### config.mk
export PLATFORM = sky130hd
export DESIGN_NAME = tbdw_round
export DESIGN_NICKNAME = d
export VERILOG_FILES = /design/src/rtl/core/tbdw_pkg.sv /design/src/rtl/core/tbdw_round.sv
export SDC_FILE = /design/constraint.sdc
export NUM_CORES = 1
export LEC_CHECK = 0
export CAP_MARGIN = 10
export CORE_MARGIN = 1.5
export CORE_UTILIZATION = 60
export CTS_CLUSTER_DIAMETER = 60
export DETAILED_ROUTE_END_ITERATION = 8
export DONT_BUFFER_PORTS = 1
export HOLD_SLACK_MARGIN = 0.15
export PLACE_DENSITY = 0.79
export SYNTH_ARGS = -nofsm -noshare
export SYNTH_HDL_FRONTEND = slang
export SYNTH_SLANG_ARGS = --single-unit
### constraint.sdc
create_clock -name clk -period 5.01 [get_ports clk]
set_clock_uncertainty 0.05 [all_clocks]
set_input_delay 0.2505 -clock clk [delete_from_list [all_inputs] [get_ports clk]]
set_output_delay 0.2505 -clock clk [all_outputs]
set_load 0.005 [all_outputs]
### src/rtl/core/tbdw_pkg.sv
package tbdw_pkg;

  typedef logic [31:0] word_t;

  // Full 128-bit key as four words
  typedef struct packed {
    word_t k3;
    word_t k2;
    word_t k1;
    word_t k0;
  } key_t;

  localparam word_t TEA_DELTA   = 32'h9E3779B9;
  localparam word_t KEY_RESET_A = 32'h313A7854;
  localparam word_t KEY_RESET_B = 32'h35343332;

  localparam int    RC_W           = 6;
  localparam int    MAX_ROUNDS_DEF = 32;
  localparam int    ROUNDS_W_DEF   = $clog2(MAX_ROUNDS_DEF + 1);
  localparam logic [RC_W-1:0] RC_RESET = 6'd16;

  localparam int    CFG_IDX_W = 3;

  // Configuration register indexes
  typedef enum logic [CFG_IDX_W-1:0] {
    CFG_KEY0   = 3'd0,
    CFG_KEY1   = 3'd1,
    CFG_KEY2   = 3'd2,
    CFG_KEY3   = 3'd3,
    CFG_ROUNDS = 3'd4,
    CFG_WSEL   = 3'd5
  } cfg_idx_t;

  // TEA mixing term
  function automatic word_t tea_mix(word_t v, word_t ka, word_t kb, word_t sum);
    tea_mix = ((v << 4) + ka) ^ (v + sum) ^ ((v >> 5) + kb);
  endfunction

endpackage

### src/rtl/core/tbdw_round.sv
module tbdw_round #(
  parameter int RW = tbdw_pkg::ROUNDS_W_DEF
) (
  input  logic              clk,
  input  logic              rst_n,
  input  logic              en,
  input  tbdw_pkg::key_t    key,
  input  logic              valid_i,
  input  tbdw_pkg::word_t   v0_i,
  input  tbdw_pkg::word_t   v1_i,
  input  tbdw_pkg::word_t   sum_i,
  input  logic [RW-1:0]     rem_i,
  output logic              valid_o,
  output tbdw_pkg::word_t   v0_o,
  output tbdw_pkg::word_t   v1_o,
  output tbdw_pkg::word_t   sum_o,
  output logic [RW-1:0]     rem_o
);

  // First half: update high word
  logic              va_r, va_nxt;
  tbdw_pkg::word_t   v0a_r, v0a_nxt;
  tbdw_pkg::word_t   v1a_r, v1a_nxt;
  tbdw_pkg::word_t   suma_r, suma_nxt;
  logic [RW-1:0]     rema_r, rema_nxt;

  // Second half: update low word, step the sum
  logic              vb_r, vb_nxt;
  tbdw_pkg::word_t   v0b_r, v0b_nxt;
  tbdw_pkg::word_t   v1b_r, v1b_nxt;
  tbdw_pkg::word_t   sumb_r, sumb_nxt;
  logic [RW-1:0]     remb_r, remb_nxt;

  always_comb begin
    va_nxt   = valid_i;
    v0a_nxt  = v0_i;
    suma_nxt = sum_i;
    rema_nxt = rem_i;
    if (rem_i != '0) begin
      v1a_nxt = v1_i - tbdw_pkg::tea_mix(v0_i, key.k2, key.k3, sum_i);
    end else begin
      v1a_nxt = v1_i;
    end
  end

  always_comb begin
    vb_nxt  = va_r;
    v1b_nxt = v1a_r;
    if (rema_r != '0) begin
      v0b_nxt  = v0a_r - tbdw_pkg::tea_mix(v1a_r, key.k0, key.k1, suma_r);
      sumb_nxt = suma_r - tbdw_pkg::TEA_DELTA;
      remb_nxt = rema_r - RW'(1);
    end else begin
      v0b_nxt  = v0a_r;
      sumb_nxt = suma_r;
      remb_nxt = rema_r;
    end
  end

  always_ff @(posedge clk) begin
    if (!rst_n) begin
      va_r <= 1'b0;
      vb_r <= 1'b0;
    end else if (en) begin
      va_r <= va_nxt;
      vb_r <= vb_nxt;
    end
  end

  always_ff @(posedge clk) begin
    if (en) begin
      v0a_r  <= v0a_nxt;
      v1a_r  <= v1a_nxt;
      suma_r <= suma_nxt;
      rema_r <= rema_nxt;
      v0b_r  <= v0b_nxt;
      v1b_r  <= v1b_nxt;
      sumb_r <= sumb_nxt;
      remb_r <= remb_nxt;
    end
  end

  assign valid_o = vb_r;
  assign v0_o    = v0b_r;
  assign v1_o    = v1b_r;
  assign sum_o   = sumb_r;
  assign rem_o   = remb_r;

endmodule

==> metrics.txt <==
DR pass1 iterations=7; failing checks=hold timing, setup timing; port buffer count=0; maximum root-to-sink buffer count=3; Worst-path clk slew=0.06 ns; Core Region=31600 µm²; Setup CP Type=reg2reg; dominant cell type by area after synthesis=edfxtp_1; critical path data required time=5.19 ns; Post-synth EDFFs=204; Max Cap Viol=0; synthesis-to-finish area growth=26.4%; Final Hold Slack=-0.205 ns; vias in the first global route=17400; DRC Markers=0; Synth Area per Inst=9.58 µm²; via density per instance=6.28; final net count=2917; H-tree Lvls=1; HP Class=in2reg; pin count of the biggest net entering global routing=207; Die H=182 µm; first-pass GRT wire length=96.0 mm; status=finished with violations; crit-path max cell delay=0.46 ns; Critical Path Fanout Max=4; Ys Warns=0; Cells after Synth=2014; startpoint types=flip-flop; row count=65; IO Pins=337; RSZ-0062 raised after global routing=true; Antenna Nets Post-Route=0; sequential area share after synthesis=0.320; hold_buf cts=105; Area after DPL=21900 µm²; Pins Over Slew Limit=0; CP max-delay cell=edfxtp_1; final worst-path cycle share=1.06; Via Count=18000; TritonCTS clock tree=built; synth top area cells=edfxtp_1 32%, ha_1 15%, xnor2_1 13%; Worst-Skew Late Latency=0.52 ns; hpwl dp=50.0 mm; clk sink count=206; Final Setup Violations=7; prevailing post-synth register cell=edfxtp_1; dpl ws=-0.472 ns; gpl congestion=1.02; FILL cells=2089; hold path start=en; initial antenna violation count=1; Worst Tran Pin Value=0.986 ns; gr ovfl total=0; Slew HR=0.337; post-synth top area share=0.317; final hold viol count=204; die area=33200 µm²; arrival time worst endpoint=5.50 ns; Worst R2R Start=v1a_r[1]$_DFFE_PP_; Most common cell on crit path=a21o_1; GRT Util Overall=0.373; Num CTS Buffers=23; final wirelength=64.4 mm; Wirelength per Cell=22.5 µm; Final min period=5.32 ns; Post-Syn Area=19300 µm²; 1st-iter DRT viols=1555; CP startpoint=v1a_r[1]$_DFFE_PP_; fraction of layout cells with a size suffix above 1=0.186; CP endpoint kind=flip-flop; final instance area=24400 µm²; PnR worst setup slack=-0.306 ns; Die X-Extent=182 µm; async set-reset flop share out of synthesis=0; post-synthesis register bit count=206; Root Buffer Master=clkbuf_16; initial cell density of the core=0.610; Syn Nets=2491; synth unique cells=67; Max Clk Rate=188 MHz
## final cells by class
cell class	count	area (µm²)	share of cell area
antenna	1	2.50	0.000103
clock buffer	26	587	0.0241
clock inverter	15	203	0.00831
inverter	60	225	0.00923
multi-input combinational	1726	13300	0.544
sequential	206	6170	0.253
tap	402	503	0.0206
timing repair buffer	423	3440	0.141
## cells in the final DEF (no fill, tap or decap), types with 5 or more instances in the layout
cell type,n
a31o_2,6
nand2_1,134
nor2b_1,19
nor2_1,120
a31oi_1,15
o21ai_1,16
or4_1,5
a41o_1,6
or3_1,6
a21o_1,141
ha_2,6
o21ai_2,6
dlygate4sd3_1,105
o21bai_1,29
a21oi_2,24
edfxtp_1,204
nand4_1,24
and3_1,19
a211oi_1,16
xor2_1,90
nand2b_1,23
clkbuf_16,23
xnor2_2,7
buf_4,317
nor3_1,22
a21oi_1,196
o21a_1,15
o21ai_0,94
ha_1,226
and2_1,12
inv_1,59
fa_2,6
xnor2_1,287
a21boi_0,6
and4_1,8
nand3_1,37
o211ai_1,14
## cell usage after synthesis (all sizes together) (24+ instances only)
library cell / number
inv: 60
nand4: 24
ha: 235
a21oi: 221
o21bai: 30
xnor2: 295
xor2: 90
nand2: 137
a21o: 141
o21ai: 116
edfxtp: 204
nor2: 121
nand3: 40
## cells by family after synthesis
logic type	synth area share
AOI/OAI and AO/OA	0.211
muxes	0.00162
adders and majority gates	0.161
and+or+nand+nor	0.111
DFF	0.320
buffers and inverters	0.0159
xor gates and xnor gates	0.180
## per-layer routing
metal	up-vias	track usage	wire, µm
met1	8489	0.508	26700
met4	0	0.115	2240
li1	8324	-	-
met3	157	0.0571	6480
met2	997	0.613	29000
met5	-	0	0
## repair_timing
| action | in CTS | in global routing |
|---|---|---|
| hold endpoints to repair | 308 | 204 |
| buffers inserted | 16 | 16 |
| endpoints found under the setup margin | 8 | 13 |
| pin swaps | 42 | 59 |
| resized for setup | 32 | 57 |
## final timing paths
kind,slack (ns),endpoint,cells after the start
worst min-delay path,-0.21,v1a_r[3]$_DFFE_PP_,0
worst max register to register,-0.31,v0_o[28]$_DFFE_PP_,26
worst max-delay path,-0.31,v0_o[28]$_DFFE_PP_,26
worst min register to register,0.51,v1_o[2]$_DFFE_PP_,0
## worst max-delay path: cells and delay by family, from the launching register on
family / cells / cell delay, ns
XOR/XNOR: 2 / 0.29
flip-flops: 1 / 0.46
adder cells (fa/ha/maj): 2 / 0.55
AO/OA/AOI/OAI: 17 / 3.14
AND/OR/NAND/NOR: 3 / 0.27
buffers and inverters: 2 / 0.28
## sequential cells by signal, indices dropped and copies added (netlist names)
signal   count
rem_o        6
rema_r       6
sum_o       32
suma_r      32
v0_o        32
v0a_r       32
v1_o        32
v1a_r       32
va_r         1
valid_o      1
## stage by stage
| stage | setup TNS, ns | hold slack, ns | instances | util |
|---|---|---|---|---|
| 4_1_cts | -0.282 | -0.208 | 2842 | 0.759 |
| 2_1_floorplan | -0.00602 | 0.299 | 2014 | - |
| 6_report | -1.09 | -0.205 | 2859 | 0.771 |
| 5_1_grt | -2.90 | -0.211 | 2859 | 0.771 |
| 3_3_place_gp | -1.23 | 0.299 | 2681 | 0.694 |
| 3_5_place_dp | -2.09 | 0.300 | 2681 | 0.694 |
Power is not shown: default switching activity piles up to over one toggle a cycle in this logic, so the estimate is an artifact.
