### config.mk
export PLATFORM = sky130hd
export DESIGN_NAME = tbdw_entry
export DESIGN_NICKNAME = d
export VERILOG_FILES = /design/src/rtl/core/tbdw_pkg.sv /design/src/rtl/core/tbdw_entry.sv
export SDC_FILE = /design/constraint.sdc
export NUM_CORES = 1
export LEC_CHECK = 0
export ABC_AREA = 1
export ABC_CLOCK_PERIOD_IN_PS = 6100
export BUFFER_PORTS_ARGS = -buffer_cell sky130_fd_sc_hd__buf_2
export CORE_ASPECT_RATIO = 1.4
export CORE_MARGIN = 4
export CORE_UTILIZATION = 40
export DETAILED_ROUTE_END_ITERATION = 6
export GPL_TIMING_DRIVEN = 0
export PLACE_DENSITY = 0.7
export SETUP_SLACK_MARGIN = 0.1
export SLEW_MARGIN = 20
export SYNTH_ARGS = -nofsm -noshare
export SYNTH_HDL_FRONTEND = slang
export SYNTH_SLANG_ARGS = --single-unit
### constraint.sdc
create_clock -name clk -period 6.1 [get_ports clk]
set_input_delay 1.22 -clock clk [delete_from_list [all_inputs] [get_ports clk]]
set_output_delay 1.22 -clock clk [all_outputs]
set_load 0.03 [all_outputs]
### src/rtl/core/tbdw_pkg.sv
package tbdw_pkg;

  typedef logic [31:0] word_t;

  // Full 128-bit key as four words
  typedef struct packed {
    word_t k3;
    word_t k2;
    word_t k1;
    word_t k0;
  } key_t;

  localparam word_t TEA_DELTA   = 32'h9E3779B9;
  localparam word_t KEY_RESET_A = 32'h313A7854;
  localparam word_t KEY_RESET_B = 32'h35343332;

  localparam int    RC_W           = 6;
  localparam int    MAX_ROUNDS_DEF = 32;
  localparam int    ROUNDS_W_DEF   = $clog2(MAX_ROUNDS_DEF + 1);
  localparam logic [RC_W-1:0] RC_RESET = 6'd16;

  localparam int    CFG_IDX_W = 3;

  // Configuration register indexes
  typedef enum logic [CFG_IDX_W-1:0] {
    CFG_KEY0   = 3'd0,
    CFG_KEY1   = 3'd1,
    CFG_KEY2   = 3'd2,
    CFG_KEY3   = 3'd3,
    CFG_ROUNDS = 3'd4,
    CFG_WSEL   = 3'd5
  } cfg_idx_t;

  // TEA mixing term
  function automatic word_t tea_mix(word_t v, word_t ka, word_t kb, word_t sum);
    tea_mix = ((v << 4) + ka) ^ (v + sum) ^ ((v >> 5) + kb);
  endfunction

endpackage

### src/rtl/core/tbdw_entry.sv
module tbdw_entry #(
  parameter int MAX_ROUNDS = tbdw_pkg::MAX_ROUNDS_DEF,
  parameter int RW         = $clog2(MAX_ROUNDS + 1)
) (
  input  logic                        clk,
  input  logic                        rst_n,
  input  logic                        en,
  input  logic                        valid_i,
  input  tbdw_pkg::word_t             v0_i,
  input  tbdw_pkg::word_t             v1_i,
  input  tbdw_pkg::key_t              key,
  input  logic [tbdw_pkg::RC_W-1:0]   round_count,
  input  logic                        whiten_select,
  output logic                        valid_o,
  output tbdw_pkg::word_t             v0_o,
  output tbdw_pkg::word_t             v1_o,
  output tbdw_pkg::word_t             sum_o,
  output logic [RW-1:0]               rem_o
);

  localparam int CW = tbdw_pkg::RC_W + 1;

  logic                 valid_r, valid_nxt;
  tbdw_pkg::word_t      v0_r, v0_nxt;
  tbdw_pkg::word_t      v1_r, v1_nxt;
  tbdw_pkg::word_t      sum_r, sum_nxt;
  logic [RW-1:0]        rem_r, rem_nxt;
  logic [CW-1:0]        rc_ext;
  logic [RW-1:0]        rounds_sat;
  tbdw_pkg::word_t      wh_lo, wh_hi;

  // Clamp round count, pick whitening pair, compute starting sum
  always_comb begin
    rc_ext     = {1'b0, round_count};
    rounds_sat = (rc_ext > CW'(MAX_ROUNDS)) ? RW'(MAX_ROUNDS) : RW'(rc_ext);
    wh_lo      = whiten_select ? key.k2 : key.k0;
    wh_hi      = whiten_select ? key.k3 : key.k1;
    valid_nxt  = valid_i;
    rem_nxt    = rounds_sat;
    sum_nxt    = 32'(tbdw_pkg::TEA_DELTA * 32'(rounds_sat));
    if (rounds_sat != '0) begin
      v0_nxt = v0_i ^ wh_lo;
      v1_nxt = v1_i ^ wh_hi;
    end else begin
      v0_nxt = v0_i;
      v1_nxt = v1_i;
    end
  end

  always_ff @(posedge clk) begin
    if (!rst_n) begin
      valid_r <= 1'b0;
    end else if (en) begin
      valid_r <= valid_nxt;
    end
  end

  always_ff @(posedge clk) begin
    if (en) begin
      v0_r  <= v0_nxt;
      v1_r  <= v1_nxt;
      sum_r <= sum_nxt;
      rem_r <= rem_nxt;
    end
  end

  assign valid_o = valid_r;
  assign v0_o    = v0_r;
  assign v1_o    = v1_r;
  assign sum_o   = sum_r;
  assign rem_o   = rem_r;

endmodule

==> implementation parameters <==
Parameter                              Value

CTS
  Clock tree from TritonCTS ... yes
  Postcts setup bufs ... 0
  Hold buffers post-CTS ... 0
  Clock latency of the later-clocked register in the worst-skew pair ... 350 ps
  Total clock buffers created by CTS ... 9
  Clock sink total ... 100
  Clk root buf ... sky130_fd_sc_hd__clkbuf_16
  Max clock buf depth ... 2
  H-tree levels ... 3
  Clk slew on worst S/H paths ... 80 ps
  Resize count post-CTS ... 0

Floorplan
  Ports placed on the boundary ... 306
  Core outline area ... 19300 um2
  Die width ... 127 um
  DIE HEIGHT ... 174 um
  Site Rows ... 60
  Starting utilization of the core area ... 0.409
  Die ar. ... 22100 um2

Power
  Post-route total power ... 3.00 mW
  Worst IR drop on VDD ... 0.000144 V
  Total power density per cell area ... 297 nW/um2
  Leakage Power ... 5.24 nW

Logic synthesis
  Main area contributors after synthesis ... sky130_fd_sc_hd__edfxtp_1 (38%), sky130_fd_sc_hd__nand2_1 (11%), sky130_fd_sc_hd__mux2_2 (9.1%)
  Sequential share of the synthesized area ... 0.379
  Synthesis Warnings ... 0
  Area share of the largest cell type after synthesis ... 0.376
  Most repeated cell in the gate-level netlist after synthesis ... sky130_fd_sc_hd__nand2_1
  Most numerous cell types in the synthesized netlist ... sky130_fd_sc_hd__nand2_1 (233), sky130_fd_sc_hd__inv_1 (156), sky130_fd_sc_hd__edfxtp_1 (99), sky130_fd_sc_hd__xnor2_1 (68), sky130_fd_sc_hd__mux2_2 (64)
  Gate Count Post-Synth ... 848
  Synth unique cells ... 29
  Largest family of logic cells by synthesized area ... simple AND/OR/NAND/NOR gates
  EDFF count, synth ... 99
  Post-synthesis simple-gate area fraction ... 0.169
  Adder and majority gate portion of the synthesized area ... 0.156
  Mux share of post-synthesis cell area ... 0.0912
  Mean instance size in the synthesized netlist ... 9.31 um2
  Share of flip-flops with an asynchronous set or reset ... 0
  Cell area after technology mapping ... 7900 um2
  Area leader, netlist ... sky130_fd_sc_hd__edfxtp_1
  Post-synthesis register bit count ... 100
  Xor/xnor cell area share of the yosys netlist ... 0.0898
  Commonest register cell after synthesis ... sky130_fd_sc_hd__edfxtp_1
  Compound-cell area share of the yosys netlist ... 0.0149

Drt
  DRT iter0 DRCs ... 293
  First-pass detailed-route iteration total ... 5
  Total DRC errors in the routed layout ... 0
  Average wire per standard cell ... 17.2 um
  Detailed-route wire length ... 24.6 mm
  Post-route antenna net violation count ... 0
  Vias per std cell ... 4.67
  Total vias in the final route ... 6654

STA
  Final hold viol count ... 0
  Headroom to the max-slew limit ... 0.608
  Achievable Freq ... 204 MHz
  Least-Margin Pin Slew ... 585 ps
  Clock skew after layout ... 0 ps
  Portion of the clock cycle consumed by the worst path in the final layout ... 0.803
  Setup TNS ... 0 ps
  PnR worst setup slack ... 1200 ps
  Final period demand of the worst path ... 4900 ps
  Number of setup violations in the final report ... 0
  Unrepaired setup endpoints after global routing ... false
  Number of slew-limit violations in the final report ... 0

Global routing
  Total GRT Usage ... 0.217
  Largest net degree at the start of global routing ... 63
  Top Usage Layer GRT ... met2
  First-pass GRT wire length ... 36.3 mm
  Fraction of met3 tracks used by global routing ... 0.0443
  Initial antenna violation count ... 7
  GRT overflow ... 0
  Number of global-route vias before repair ... 6727
  Met2 global-route usage ... 0.401
  Global routing met1 resource utilization ... 0.221

Placed design
  Dpl cell area ... 9780 um2
  Global placer's final weighted congestion ... 0.974
  Worst Setup Slack post-DPL ... 863 ps
  Number of input and output port buffers inserted ... 304
  Placed wire-length estimate after detailed placement ... 20.6 mm

Status
  Run status ... complete, no violations

Cells and area
  Final Cell Area ... 10100 um2
  Synth-to-layout area growth ... 27.7%
  Filler cells ... 1834
  Final Net Count ... 1450
  Fraction of final layout cells with drive strength greater than 1 ... 0.353

Hold path
  Worst hold path depth ... 2
  Class of the worst hold path ... reg -> reg

Worst setup path
  CP delay by family, top ... adder cells
  Critical path, cell by cell ... buf_2, nor2_1, inv_1, fa_1, inv_1, ha_1, fa_1, ha_1, nand2_1, inv_1, nand2_1, nand2_1, inv_1, nand3_1, nand2_1, nand3_1, nand2_1, nand2_1
  Stages on the worst setup path ... 18
  Crit Path Max Fanout ... 8
  Stage delay of the slowest cell on the critical path ... 520 ps
  Cell seen most often among critical-path stages ... sky130_fd_sc_hd__nand2_1
  Kind of end point of the critical path ... register
  Slowest-stage cell, CP ... sky130_fd_sc_hd__fa_1
  Worst R2R Path Depth ... 2
  Required time worst endpoint ... 6200 ps
  Critical path class ... in -> reg
  CP bufs+invs ... 5
  Reg2Reg Setup Slack ... 5470 ps
  Worst setup SP type ... input port
  Data arrival time of the critical path ... 5000 ps

Run
  Number of maximum-capacitance constraint violations ... 0
## metrics by stage
stage / hold WS (ps) / instances / utilization
2_1_floorplan: 655 / 851 / -
4_1_cts: 550 / 1420 / 0.522
6_report: 544 / 1426 / 0.523
5_1_grt: 571 / 1426 / 0.523
3_3_place_gp: 526 / 1403 / 0.505
3_5_place_dp: 532 / 1404 / 0.507
## worst min-delay path, stage by stage (launching register included)
cell,delay [ps]
sky130_fd_sc_hd__dfxtp_1,330
sky130_fd_sc_hd__o21ai_0,80
sky130_fd_sc_hd__a21oi_1,100
## state kept, by name, summed over array words and instances (netlist names)
name	count
valid_o	1
rem_o	3
v0_o	32
sum_o	32
v1_o	32
## routing by layer
| metal | up-vias | routed length [um] |
|---|---|---|
| li1 | 3309 | - |
| met1 | 3027 | 8590 |
| met2 | 246 | 12800 |
| met3 | 70 | 1640 |
| met4 | 2 | 1470 |
| met5 | - | 7 |
## power breakdown
part           switching, mW  internal (mW)  total [mW]
sequential            0.0312          0.937       0.968
clock                  0.290          0.289       0.579
combinational          0.966          0.486        1.45
## kinds of logic after synthesis
group                      after synthesis
AOI/OAI and AO/OA                       22
xor gates and xnor gates                81
adders and majority gates               80
muxes                                   64
DFF                                    100
buffers and inverters                  178
and+or+nand+nor                        321
other                                    2
## cells in the final DEF (no fill, tap or decap), drive strengths merged
master,n
ha,49
nand3,27
nor3,4
clkinv,2
or2,1
dfxtp,1
buf,322
diode,6
nand2,237
mux2,64
clkbuf,14
conb,5
fa,31
xnor2,68
a21o,1
nor2,37
edfxtp,99
xor2,13
a21oi,17
and2,3
nand4,12
o21ai,2
o21bai,2
inv,161
## cell type report
type	instances	area, um2	area share
multi-input cells	573	4140	0.410
flip-flops and latches	100	2990	0.297
repair buffers	305	1560	0.154
inverters	156	586	0.0581
well taps	248	310	0.0308
clock buffers	9	225	0.0223
plain buffers	22	195	0.0194
clock inverters	7	67.6	0.00670
diodes	6	15.0	0.00149
## worst paths after layout
path                        from   endpoint
setup / recovery  round_count[5]  sum_o[31]
hold / removal           valid_o    valid_o
setup reg to reg         valid_o    valid_o
hold reg to reg          valid_o    valid_o
Power figures use the tool's default switching activity.
