<file path="config.mk">
export PLATFORM = sky130hd
export DESIGN_NAME = tbdw_out_buf_flat
export DESIGN_NICKNAME = d
export VERILOG_FILES = /design/src/rtl/core/tbdw_pkg.sv /design/src/rtl/core/tbdw_if.sv /design/src/rtl/core/tbdw_out_buf.sv /design/src/flat_wrapper.sv
export SDC_FILE = /design/constraint.sdc
export NUM_CORES = 1
export LEC_CHECK = 0
export ABC_AREA = 1
export BUFFER_PORTS_ARGS = -buffer_cell sky130_fd_sc_hd__buf_2
export CORE_AREA = 2 2 100 102
export CTS_CLUSTER_DIAMETER = 80
export DETAILED_ROUTE_END_ITERATION = 6
export DIE_AREA = 0 0 102 104
export PLACE_DENSITY = 0.76
export SLEW_MARGIN = 20
export SYNTH_ARGS = -nofsm -noshare
export SYNTH_HDL_FRONTEND = slang
export SYNTH_SLANG_ARGS = --single-unit
</file>
<file path="constraint.sdc">
create_clock -name clk -period 6.2 [get_ports clk]
set_input_delay 0.31 -clock clk [delete_from_list [all_inputs] [get_ports clk]]
set_output_delay 0.31 -clock clk [all_outputs]
set_load 0.01 [all_outputs]
</file>
<file path="src/rtl/core/tbdw_pkg.sv">
package tbdw_pkg;

  typedef logic [31:0] word_t;

  // Full 128-bit key as four words
  typedef struct packed {
    word_t k3;
    word_t k2;
    word_t k1;
    word_t k0;
  } key_t;

  localparam word_t TEA_DELTA   = 32'h9E3779B9;
  localparam word_t KEY_RESET_A = 32'h313A7854;
  localparam word_t KEY_RESET_B = 32'h35343332;

  localparam int    RC_W           = 6;
  localparam int    MAX_ROUNDS_DEF = 32;
  localparam int    ROUNDS_W_DEF   = $clog2(MAX_ROUNDS_DEF + 1);
  localparam logic [RC_W-1:0] RC_RESET = 6'd16;

  localparam int    CFG_IDX_W = 3;

  // Configuration register indexes
  typedef enum logic [CFG_IDX_W-1:0] {
    CFG_KEY0   = 3'd0,
    CFG_KEY1   = 3'd1,
    CFG_KEY2   = 3'd2,
    CFG_KEY3   = 3'd3,
    CFG_ROUNDS = 3'd4,
    CFG_WSEL   = 3'd5
  } cfg_idx_t;

  // TEA mixing term
  function automatic word_t tea_mix(word_t v, word_t ka, word_t kb, word_t sum);
    tea_mix = ((v << 4) + ka) ^ (v + sum) ^ ((v >> 5) + kb);
  endfunction

endpackage

</file>
<file path="src/rtl/core/tbdw_if.sv">


// Decrypted block channel
interface tbdw_plain_if;
  logic               valid;
  logic               ready;
  tbdw_pkg::word_t    plain_word_low;
  tbdw_pkg::word_t    plain_word_high;

  modport source (output valid, output plain_word_low, output plain_word_high,
                  input ready);
  modport sink   (input valid, input plain_word_low, input plain_word_high,
                  output ready);
endinterface

</file>
<file path="src/rtl/core/tbdw_out_buf.sv">
module tbdw_out_buf (
  input  logic              clk,
  input  logic              rst_n,
  input  logic              pipe_valid,
  input  tbdw_pkg::word_t   pipe_v0,
  input  tbdw_pkg::word_t   pipe_v1,
  output logic              pipe_en,
  tbdw_plain_if.source      out_blk
);

  logic              out_v_r, out_v_nxt;
  tbdw_pkg::word_t   out_lo_r, out_lo_nxt;
  tbdw_pkg::word_t   out_hi_r, out_hi_nxt;
  logic              skid_v_r, skid_v_nxt;
  tbdw_pkg::word_t   skid_lo_r, skid_lo_nxt;
  tbdw_pkg::word_t   skid_hi_r, skid_hi_nxt;
  logic              out_fire;

  assign out_fire = out_v_r & out_blk.ready;
  assign pipe_en  = ~skid_v_r;

  // Drain the skid slot first; otherwise take the pipeline's item
  always_comb begin
    out_v_nxt   = out_v_r;
    out_lo_nxt  = out_lo_r;
    out_hi_nxt  = out_hi_r;
    skid_v_nxt  = skid_v_r;
    skid_lo_nxt = skid_lo_r;
    skid_hi_nxt = skid_hi_r;
    if (skid_v_r) begin
      if (out_fire) begin
        out_lo_nxt = skid_lo_r;
        out_hi_nxt = skid_hi_r;
        skid_v_nxt = 1'b0;
      end
    end else if (pipe_valid) begin
      if (!out_v_r || out_fire) begin
        out_v_nxt  = 1'b1;
        out_lo_nxt = pipe_v0;
        out_hi_nxt = pipe_v1;
      end else begin
        skid_v_nxt  = 1'b1;
        skid_lo_nxt = pipe_v0;
        skid_hi_nxt = pipe_v1;
      end
    end else if (out_fire) begin
      out_v_nxt = 1'b0;
    end
  end

  always_ff @(posedge clk) begin
    if (!rst_n) begin
      out_v_r  <= 1'b0;
      skid_v_r <= 1'b0;
    end else begin
      out_v_r  <= out_v_nxt;
      skid_v_r <= skid_v_nxt;
    end
  end

  always_ff @(posedge clk) begin
    out_lo_r  <= out_lo_nxt;
    out_hi_r  <= out_hi_nxt;
    skid_lo_r <= skid_lo_nxt;
    skid_hi_r <= skid_hi_nxt;
  end

  assign out_blk.valid           = out_v_r;
  assign out_blk.plain_word_low  = out_lo_r;
  assign out_blk.plain_word_high = out_hi_r;

endmodule

</file>
<file path="src/flat_wrapper.sv">
// flat-port wrapper written by rule: the top's interface ports become plain ports
module tbdw_out_buf_flat 
  (clk, rst_n, pipe_valid, pipe_v0, pipe_v1, pipe_en, out_blk_valid, out_blk_plain_word_low, out_blk_plain_word_high, out_blk_ready);
  tbdw_plain_if out_blk_i ();
  input  logic clk;
  input  logic rst_n;
  input  logic pipe_valid;
  input  tbdw_pkg::word_t pipe_v0;
  input  tbdw_pkg::word_t pipe_v1;
  output logic pipe_en;
  output wire logic [$bits(out_blk_i.valid)-1:0] out_blk_valid;
  output wire logic [$bits(out_blk_i.plain_word_low)-1:0] out_blk_plain_word_low;
  output wire logic [$bits(out_blk_i.plain_word_high)-1:0] out_blk_plain_word_high;
  input wire logic [$bits(out_blk_i.ready)-1:0] out_blk_ready;
  assign out_blk_valid = out_blk_i.valid;
  assign out_blk_plain_word_low = out_blk_i.plain_word_low;
  assign out_blk_plain_word_high = out_blk_i.plain_word_high;
  assign out_blk_i.ready = out_blk_ready;
  tbdw_out_buf u_core (.clk(clk), .rst_n(rst_n), .pipe_valid(pipe_valid), .pipe_v0(pipe_v0), .pipe_v1(pipe_v1), .pipe_en(pipe_en), .out_blk(out_blk_i));
endmodule
</file>
==> results.py, run 1 <==
metrics = {
    "status": {
        "status": "complete, no violations",
    },
    "hold_path": {
        "holdPathEnd": "u_core.skid_v_r",
        "whs_path_depth": 3,
        "min-delay-start": "rst_n",
        "min_path_type": "in -> reg",
    },
    "synthesis": {
        "syn_area_mm2": 0.004795,
        "ys_warn_count": 0,
        "synthesis.nets": 424,
        "synthDistinctLibCells": 12,
        "syn_avg_cell_area_um2": 13.47,
        "ys_seq_area_share_pct": 81.00,
        "ys_ff_latch": 130,
        "postSynthCellCount": 356,
    },
    "grt": {
        "grt_pass1_vias": 3187,
        "grt_max_degree": 68,
        "antenna_found_initial": 0,
        "grt_use_total_pct": 18.78,
        "grt_pass1_wl_mm": 15.04,
        "grt_overflow": 0,
    },
    "sta": {
        "setup_viol": 0,
        "rsz0062_at_grt": "false",
        "fin_ws_ns": 3.260,
        "maxSlewViolCount": 0,
        "fmax_ghz": 0.3402,
        "finClkSkew_ns": 0.009436,
        "hold_violations": 0,
        "worst_pin_slew_ns": 0.9006,
        "fin_crit_sh_pct": 47.41,
        "relSlewSlack_pct": 39.96,
        "setup_tns_ns": 0,
        "period_minus_slack_ns": 2.940,
    },
    "drt": {
        "dr.first_iter.drc_count": 132,
        "firstDrtPassIters": 5,
        "wire_per_inst_um": 13.57,
        "viasPerCell": 4.539,
        "ant_nets": 0,
        "vias": 3209,
        "remaining_drc_errors": 0,
        "totalWireLength_mm": 9.592,
    },
    "flow_run": {
        "cap_violations": 0,
    },
    "layout": {
        "num-fill-cells": 644,
        "fin_area_mm2": 0.006819,
        "area_growth_pct": 42.22,
        "final_nets": 629,
        "final_util_pct": 71.41,
        "diodes": 0,
        "drive_above_1_share_pct": 29.97,
        "stdcell_count": 707,
    },
    "clock_network": {
        "cts.path.max_buffers": 2,
        "htreeDepth": 4,
        "cts_root_buf": "clkbuf_8",
        "clock-sinks": 130,
        "cts_tree": "yes",
        "numCtsBuffers": 17,
        "clk_pin_slew_ns": 0.06,
        "cts-resized-gates": 0,
        "worstSkewPairLatency_ns": 0.50,
    },
    "critical_path": {
        "crit_path_end_kind": "flip-flop",
        "crit_arrival_ns": 3.07,
        "r2r-start": "u_core.skid_v_r",
        "start_kind": "flip-flop",
        "cp.required_ns": 6.33,
        "r2r_setup_slack_ns": 3.26,
        "reg2reg_depth": 5,
        "critical_path_class": "reg -> reg",
        "worstReg2RegEnd": "u_core.out_blk.plain_word_low[1]",
        "critPathMaxFanout": 66,
    },
    "floorplan": {
        "ios": 134,
        "core-area_mm2": 0.009549,
        "die_area_mm2": 0.01061,
        "rows": 36,
        "die_w_um": 102,
        "start_util_pct": 50.21,
        "die_h_um": 104,
    },
    "place": {
        "hpwl_mm": 5.601,
        "gp_congestion": 0.7644,
        "place_inst": 611,
        "port_buffers": 133,
        "dpl_cell_area_mm2": 0.005554,
        "pre_cts_slack_ns": 3.658,
    },
    "power": {
        "pwr_density_cell_mw_per_mm2": 332.9,
        "ir_drop_uv": 173.9,
        "leakage_uw": 0.002928,
    },
}
-- cells by family (layout without fill, tap and decap cells) --
| kind of cell | Yosys count | count (layout) | share of synthesized area [%] |
|---|---|---|---|
| buf+inv | 20 | 238 | 2.818 |
| simple gates | 205 | 205 | 16.08 |
| flops | 130 | 130 | 81.00 |
| compound gates | 1 | 1 | 0.1043 |
-- report_power, final --
part / total, uW / internal (uW) / leakage (uW) / switching [uW]
logic: 194 / 84.4 / 0.00141 / 109
registers: 1050 / 1030 / 0.00122 / 13.6
clock network: 1030 / 660 / 0.000297 / 369
total: 2270 / 1780 / 0.00293 / 492
-- final cells by class --
type	count	area, um2	share of cell area [%]
Sequential cell	130	3885	56.97
Timing Repair Buffer	201	1336	19.60
Multi-Input combinational cell	206	788.3	11.56
Clock buffer	18	417.9	6.128
Clock inverter	14	205.2	3.009
Tap cell	133	166.4	2.440
Inverter	5	20.02	0.2936
-- per-stage QoR --
stage          hold slack, ns  total power (uW)
2_1_floorplan          0.4089              1152
3_3_place_gp           0.4970              1220
3_5_place_dp           0.5006              1227
4_1_cts               0.03304              2289
5_1_grt               0.04377              2351
6_report              0.07107              2270
-- worst max-delay path, stage by stage, from the launching register on --
cell      delay (ns)
dfxtp_2         0.33
clkinv_2        0.66
nand2_1         0.37
inv_1           0.12
nor2_4          0.42
buf_4           0.59
-- cell usage after synthesis, drive strengths merged --
cell	number	area, um2
o21ai	1	5.000
nor3	1	5.000
inv	5	18.76
clkbuf	1	3.750
edfxtp	128	3844
nor2	5	18.77
buf	14	112.6
dfxtp	2	40.04
nand2	199	747.0
-- worst max-delay path by stage --
stage                                from                                 end  slack [ns]  cells after the start
after floorplan           u_core.skid_v_r                 u_core.skid_hi_r[0]        0.73                      3
after global placement    u_core.skid_v_r   u_core.out_blk.plain_word_low[18]        3.75                      5
after detailed placement  u_core.skid_v_r  u_core.out_blk.plain_word_high[12]        3.66                      5
after CTS                 u_core.skid_v_r   u_core.out_blk.plain_word_high[7]        3.61                      5
after global routing      u_core.skid_v_r  u_core.out_blk.plain_word_high[24]        3.01                      5
final                     u_core.skid_v_r    u_core.out_blk.plain_word_low[1]        3.26                      5
-- sequential cells by signal, indices dropped and copies added, names as in the netlist --
| name | cells |
|---|---|
| u_core.out_blk.valid | 1 |
| u_core.out_blk.plain_word_high | 32 |
| u_core.skid_lo_r | 32 |
| u_core.skid_v_r | 1 |
| u_core.skid_hi_r | 32 |
| u_core.out_blk.plain_word_low | 32 |
-- metal layers --
layer  up-vias  part of all wire [%]  global-route usage (%)
li1       1611                     -                       -
met1      1489                    41                   23.09
met2       101                    52                   30.78
met3         8                   4.9                   5.040
met4         0                   1.2                   8.571
met5         -                     0                       0
-- cells in the final DEF (no fill, tap or decap), drive strengths merged --
cell and n:
clkinv 6, edfxtp 128, nand2 199, buf 137
o21ai 1, nor3 1, bufinv 4, clkinvlp 2
dfxtp 2, dlygate4sd3 64, nor2 5, clkbuf 18
inv 7
-- timing repair --
action                    in CTS  in global routing
buffers inserted               0                  0
hold buffers                  64                  0
hold endpoints to repair      64                  0
Power figures use the tool's default switching activity.
==> run 2, diff against run 1 <==
--- a/config.mk
+++ b/config.mk
@@ -5,13 +5,13 @@
 export SDC_FILE = /design/constraint.sdc
 export NUM_CORES = 1
 export LEC_CHECK = 0
-export ABC_AREA = 1
+export ABC_AREA = 0
 export BUFFER_PORTS_ARGS = -buffer_cell sky130_fd_sc_hd__buf_2
-export CORE_AREA = 2 2 100 102
+export CORE_AREA = 2 2 105 107
 export CTS_CLUSTER_DIAMETER = 80
 export DETAILED_ROUTE_END_ITERATION = 6
-export DIE_AREA = 0 0 102 104
-export PLACE_DENSITY = 0.76
+export DIE_AREA = 0 0 107 109
+export PLACE_DENSITY = 0.72
 export SLEW_MARGIN = 20
 export SYNTH_ARGS = -nofsm -noshare
 export SYNTH_HDL_FRONTEND = slang
==> constraint.sdc (replaced) <==
create_clock -name clk -period 2.65 [get_ports clk]
set_input_delay 0.1325 -clock clk [delete_from_list [all_inputs] [get_ports clk]]
set_output_delay 0.1325 -clock clk [all_outputs]
set_load 0.01 [all_outputs]
==> run 2 against run 1 <==
Die area is 9.9% higher. Final area up 0.24%. Worst hold slack improved by 0.19 ns. Sequential cell count is the same. Synthesized area down 0.65%. Critical path type unchanged. Synthesized cell count decreased by 40%. Combinational power is 140% higher.
==> results.py, run 2 <==
metrics = {
    "critical_path": {
        "r2r_setup_slack_ns": 0.95,
        "worstReg2RegEnd": "u_core.skid_lo_r[16]",
        "cp-startpoint": "u_core.skid_v_r",
        "critical_path_class": "reg -> reg",
        "crit_path_end_kind": "flip-flop",
        "crit_arrival_ns": 1.88,
        "r2r-start": "u_core.skid_v_r",
        "critPathMaxFanout": 38,
        "cp.required_ns": 2.84,
        "start_kind": "flip-flop",
        "cp_cell_sequence": "inv_1 -> and4_4 -> buf_12",
        "reg2reg_depth": 3,
        "cpMaxStageDelayCell": "and4_4",
        "max_stage_delay_ns": 0.49,
        "crit_end": "u_core.skid_lo_r[16]",
    },
    "clock_network": {
        "clk_pin_slew_ns": 0.06,
        "post-cts-setup-buffer-count": 0,
        "cts_tree": "yes",
        "cts.path.max_buffers": 2,
        "numCtsBuffers": 17,
        "worstSkewPairLatency_ns": 0.50,
        "clock-sinks": 130,
        "htreeDepth": 4,
        "cts_root_buf": "clkbuf_8",
    },
    "drt": {
        "vias": 2720,
        "viasPerCell": 4.666,
        "firstDrtPassIters": 4,
        "wire_per_inst_um": 15.27,
        "ant_nets": 0,
        "totalWireLength_mm": 8.904,
        "dr.first_iter.drc_count": 101,
        "remaining_drc_errors": 0,
    },
    "synthesis": {
        "ys_ff_latch": 130,
        "syn_avg_cell_area_um2": 22.26,
        "synth_area_leaders": "edfxtp_1, mux2_2, mux2_4",
        "synth_top_area_cell": "edfxtp_1",
        "ys_warn_count": 0,
        "synth_top_area_share_pct": 80.69,
        "synth-edff-count": 128,
        "post-synth-top-count-cell": "edfxtp_1",
        "synthArstFlopShare_pct": 0,
        "synthesis.nets": 282,
        "synth_top_flop_cell": "edfxtp_1",
        "synth_common_cells": "edfxtp_1, mux2_2, mux2_4, buf_2, inv_1",
        "postSynthCellCount": 214,
        "syn_area_mm2": 0.004763,
        "ys_seq_area_share_pct": 81.53,
        "synthDistinctLibCells": 16,
    },
    "sta": {
        "maxSlewViolCount": 0,
        "finClkSkew_ns": 0.004475,
        "rsz0062_at_grt": "false",
        "fmax_ghz": 0.5887,
        "fin_crit_sh_pct": 64.10,
        "setup_viol": 0,
        "setup_tns_ns": 0,
        "relSlewSlack_pct": 73.26,
        "hold_violations": 0,
        "period_minus_slack_ns": 1.699,
        "worst_pin_slew_ns": 0.4011,
    },
    "grt": {
        "antenna_found_initial": 0,
        "grt_use_total_pct": 15.63,
        "grt_pass1_vias": 2687,
        "grt_overflow": 0,
        "grt_pass1_wl_mm": 13.43,
        "grt_max_degree": 65,
    },
    "place": {
        "hpwl_mm": 5.400,
        "place_inst": 483,
        "gp_congestion": 0.7440,
        "port_buffers": 133,
    },
    "floorplan": {
        "die_h_um": 109,
        "die_w_um": 107,
        "core-area_mm2": 0.01060,
        "start_util_pct": 44.93,
        "rows": 38,
        "die_area_mm2": 0.01166,
        "ios": 134,
    },
    "power": {
        "leakage_uw": 0.002608,
        "total_power_uw": 5025,
        "pwr_density_cell_mw_per_mm2": 735.1,
        "ir_drop_uv": 400.6,
    },
    "layout": {
        "diodes": 0,
        "area_growth_pct": 43.50,
        "stdcell_count": 583,
        "final_common_cell": "buf_2",
        "final_nets": 498,
        "drive_above_1_share_pct": 52.37,
        "final_util_pct": 64.47,
        "final_cell_mix": "buf_2, edfxtp_1, dlygate4sd3_1",
    },
    "hold_path": {
        "min_path_type": "in -> reg",
    },
    "flow_run": {
        "cap_violations": 0,
    },
    "status": {
        "status": "complete, no violations",
    },
}
## run 2: cell type report
class / count / area [um2]
flip-flops and latches: 130 / 3887
fillers: 746 / 3767
repair buffers: 205 / 1401
multi-input cells: 73 / 819.5
clock buffers: 20 / 425.4
well taps: 140 / 175.2
clock inverters: 12 / 115.1
inverters: 3 / 11.26
## run 2: logic make-up (layout without fill, tap and decap cells)
kind of cell	count (synthesis)	count (layout)	synth area share, %
mux	65	65	15.89
compound gates	4	4	0.4728
flops	130	130	81.53
simple gates	4	4	0.5517
buf+inv	11	240	1.550
## run 2: what timing repair did
item,CTS,global route
endpoints found under the hold margin,130,0
gates resized for setup,0,0
hold buffers,68,0
## run 2: worst min-delay path by stage
stage                   from                    to  cells past startpoint
2_1_floorplan  out_blk_ready       u_core.skid_v_r                      1
3_3_place_gp     pipe_v0[19]  u_core.skid_lo_r[19]                      1
3_5_place_dp     pipe_v0[28]  u_core.skid_lo_r[28]                      1
4_1_cts           pipe_valid  u_core.skid_hi_r[17]                      2
5_1_grt           pipe_valid  u_core.skid_hi_r[18]                      2
6_report          pipe_valid  u_core.skid_hi_r[18]                      2
## run 2: critical path: cells and delay by family, from the launching register on
kind	cells	cell delay, ns
AND/OR/NAND/NOR	1	0.49
buffers and inverters	2	0.41
flip-flops	1	0.47
## run 2: metal layers
layer  vias up  GRT usage (%)  share of wire [%]
met1      1325          20.35                 45
met4         0          6.215                1.3
li1       1294              -                  -
met3        11          4.722                5.3
met5         -              0                  0
met2        90          24.84                 49
## run 2: power breakdown
group	internal [uW]	switching [uW]	leakage (uW)	total [uW]
clock	1320	787	0.000270	2110
sequential	2410	43.1	0.00122	2450
combinational	251	210	0.00112	460
## run 2: metrics by stage
| stage | instance area, um2 | worst slack (ns) | hold WS, ns |
|---|---|---|---|
| floorplan | 4775 | 0.008342 | 0.2297 |
| global placement | 5614 | 0.9601 | 0.3220 |
| detailed placement | 5614 | 0.9156 | 0.3259 |
| CTS | 6835 | 0.9116 | 0.2438 |
| global route | 6835 | 0.8256 | 0.2633 |
| finish | 6835 | 0.9515 | 0.2588 |
==> run 3, diff against run 2 <==
--- a/config.mk
+++ b/config.mk
@@ -5,13 +5,13 @@
 export SDC_FILE = /design/constraint.sdc
 export NUM_CORES = 1
 export LEC_CHECK = 0
-export ABC_AREA = 0
+export ABC_AREA = 1
 export BUFFER_PORTS_ARGS = -buffer_cell sky130_fd_sc_hd__buf_2
-export CORE_AREA = 2 2 105 107
+export CORE_AREA = 2 2 100 102
 export CTS_CLUSTER_DIAMETER = 80
 export DETAILED_ROUTE_END_ITERATION = 6
-export DIE_AREA = 0 0 107 109
-export PLACE_DENSITY = 0.72
+export DIE_AREA = 0 0 102 104
+export PLACE_DENSITY = 0.76
 export SLEW_MARGIN = 20
 export SYNTH_ARGS = -nofsm -noshare
 export SYNTH_HDL_FRONTEND = slang
==> constraint.sdc (replaced) <==
create_clock -name clk -period 1.6 [get_ports clk]
set_input_delay 0.08 -clock clk [delete_from_list [all_inputs] [get_ports clk]]
set_output_delay 0.08 -clock clk [all_outputs]
set_load 0.01 [all_outputs]
==> run 3 against run 2 <==
Critical path depth did not move. Core utilization rose by 8.5 points. Clock skew barely moved. Total power rose by 76%. Via count rose by 24%. Critical path type is now reg -> out. Critical endpoint is now pipe_en. Largest power group unchanged.
==> results.py, run 3 (synthesis results as in run 1) <==
metrics = {
    "layout": {
        "num-fill-cells": 649,
        "final_util_pct": 72.97,
        "final_common_cell": "nand2_1",
        "area_growth_pct": 45.33,
        "final_cell_mix": "nand2_1, buf_2, edfxtp_1",
        "stdcell_count": 716,
        "diodes": 0,
        "drive_above_1_share_pct": 30.53,
        "final_nets": 638,
    },
    "power": {
        "pwr_density_cell_mw_per_mm2": 1269,
        "leakage_uw": 0.002991,
        "total_power_uw": 8846,
        "ir_drop_uv": 858.1,
    },
    "clock_network": {
        "post-cts-setup-buffer-count": 0,
        "worstSkewPairLatency_ns": 0.51,
        "cts_root_buf": "clkbuf_8",
        "htreeDepth": 4,
        "clock-sinks": 130,
        "cts_tree": "yes",
        "clk_pin_slew_ns": 0.06,
        "cts.path.max_buffers": 2,
        "numCtsBuffers": 17,
    },
    "critical_path": {
        "max_stage_delay_ns": 0.35,
        "path_buf_inv": 3,
        "r2r-start": "u_core.out_blk.valid",
        "crit_end": "pipe_en",
        "crit_path_end_kind": "output port",
        "critPathMaxFanout": 28,
        "cp_cell_sequence": "inv_2 -> buf_6 -> buf_2",
        "reg2reg_depth": 3,
        "crit_cells": 3,
        "critical_path_class": "reg -> out",
        "start_kind": "flip-flop",
        "cpMaxStageDelayCell": "dfxtp_2",
        "crit_arrival_ns": 1.36,
        "worstReg2RegEnd": "u_core.skid_lo_r[22]",
        "r2r_setup_slack_ns": 0.20,
        "cp_top_family": "buffers and inverters",
        "cp-startpoint": "u_core.skid_v_r",
        "cp.required_ns": 1.52,
    },
    "place": {
        "place_inst": 616,
        "gp_congestion": 0.7227,
        "hpwl_mm": 6.161,
        "port_buffers": 133,
        "pre_cts_slack_ns": 0.2375,
    },
    "grt": {
        "grt_pass1_vias": 3433,
        "antenna_found_initial": 0,
        "grt_pass1_wl_mm": 16.58,
        "grt_max_degree": 41,
        "grt_overflow": 0,
        "grt_use_total_pct": 21.07,
    },
    "flow_run": {
        "cap_violations": 0,
    },
    "floorplan": {
        "die_h_um": 104,
        "die_w_um": 102,
        "start_util_pct": 50.21,
        "core-area_mm2": 0.009549,
        "ios": 134,
        "rows": 36,
        "die_area_mm2": 0.01061,
    },
    "sta": {
        "fin_crit_sh_pct": 89.95,
        "finClkSkew_ns": 0.004400,
        "worst_pin_slew_ns": 0.3796,
        "fin_ws_ns": 0.1607,
        "period_minus_slack_ns": 1.439,
        "relSlewSlack_pct": 74.69,
        "setup_viol": 0,
        "setup_tns_ns": 0,
        "maxSlewViolCount": 0,
        "rsz0062_at_grt": "false",
        "hold_violations": 0,
        "fmax_ghz": 0.6948,
    },
    "hold_path": {
        "whs_path_depth": 4,
        "min_path_type": "in -> reg",
    },
    "drt": {
        "ant_nets": 0,
        "remaining_drc_errors": 0,
        "firstDrtPassIters": 5,
        "wire_per_inst_um": 14.53,
        "vias": 3373,
        "dr.first_iter.drc_count": 182,
        "viasPerCell": 4.711,
        "totalWireLength_mm": 10.40,
    },
    "status": {
        "status": "complete, no violations",
    },
}
## run 3: cell types whose count changed in the layout (fill, tap and decap cells not counted), moves of 2 or more
| cell | previous run | this run |
|---|---|---|
| nand2_2 | 0 | 2 |
| nor2_1 | 0 | 4 |
| mux2_2 | 57 | 0 |
| clkbuf_8 | 1 | 4 |
| nand2_1 | 1 | 197 |
| clkinv_2 | 7 | 4 |
| buf_12 | 2 | 5 |
| mux2_4 | 7 | 0 |
| bufinv_16 | 2 | 4 |
## run 3: what timing repair did
action                                  CTS  global route
endpoints found under the hold margin   130             0
hold buffers                             68             0
resized for setup                         0             1
endpoints found under the setup margin    0             1
## run 3: layout make-up
type / instances / area, um2 / area share, %
clock buffers: 22 / 462.9 / 6.644
clock inverters: 10 / 155.1 / 2.227
inverters: 5 / 18.77 / 0.2693
multi-input cells: 206 / 799.5 / 11.47
flip-flops and latches: 130 / 3885 / 55.76
well taps: 133 / 166.4 / 2.388
repair buffers: 210 / 1480 / 21.24
## run 3: through the flow
step | instance area, um2 | hold WS, ns
after floorplan | 4822 | 0.1789
after global placement | 5665 | 0.2738
after detailed placement | 5665 | 0.2749
after CTS | 6964 | 0.2199
after global routing | 6968 | 0.2531
final | 6968 | 0.2404
## run 3: where the power goes
group | internal, uW | switching (uW)
clock network | 2640 | 1330
registers | 4000 | 56.8
logic | 371 | 446
## run 3: per-layer routing
layer  GRT usage (%)  part of all wire [%]
met4           8.476                   1.9
met1           25.92                    40
met2           34.87                    52
met5               0                     0
met3           5.981                   5.4
## run 3: worst min path at each step
stage / start / endpoint / slack (ns)
floorplan: pipe_v1[0] / u_core.skid_hi_r[0] / 0.18
global placement: pipe_v0[23] / u_core.skid_lo_r[23] / 0.27
detailed placement: pipe_v1[18] / u_core.skid_hi_r[18] / 0.27
CTS: pipe_valid / u_core.skid_hi_r[5] / 0.22
global route: pipe_valid / u_core.skid_hi_r[5] / 0.25
finish: pipe_valid / u_core.skid_hi_r[12] / 0.24
## run 3: tightest hold or removal path, delay by kind of cell
| kind | cells | cell delay [ns] |
|---|---|---|
| and+or+nand+nor | 1 | 0.08 |
| buffers and inverters | 3 | 0.40 |
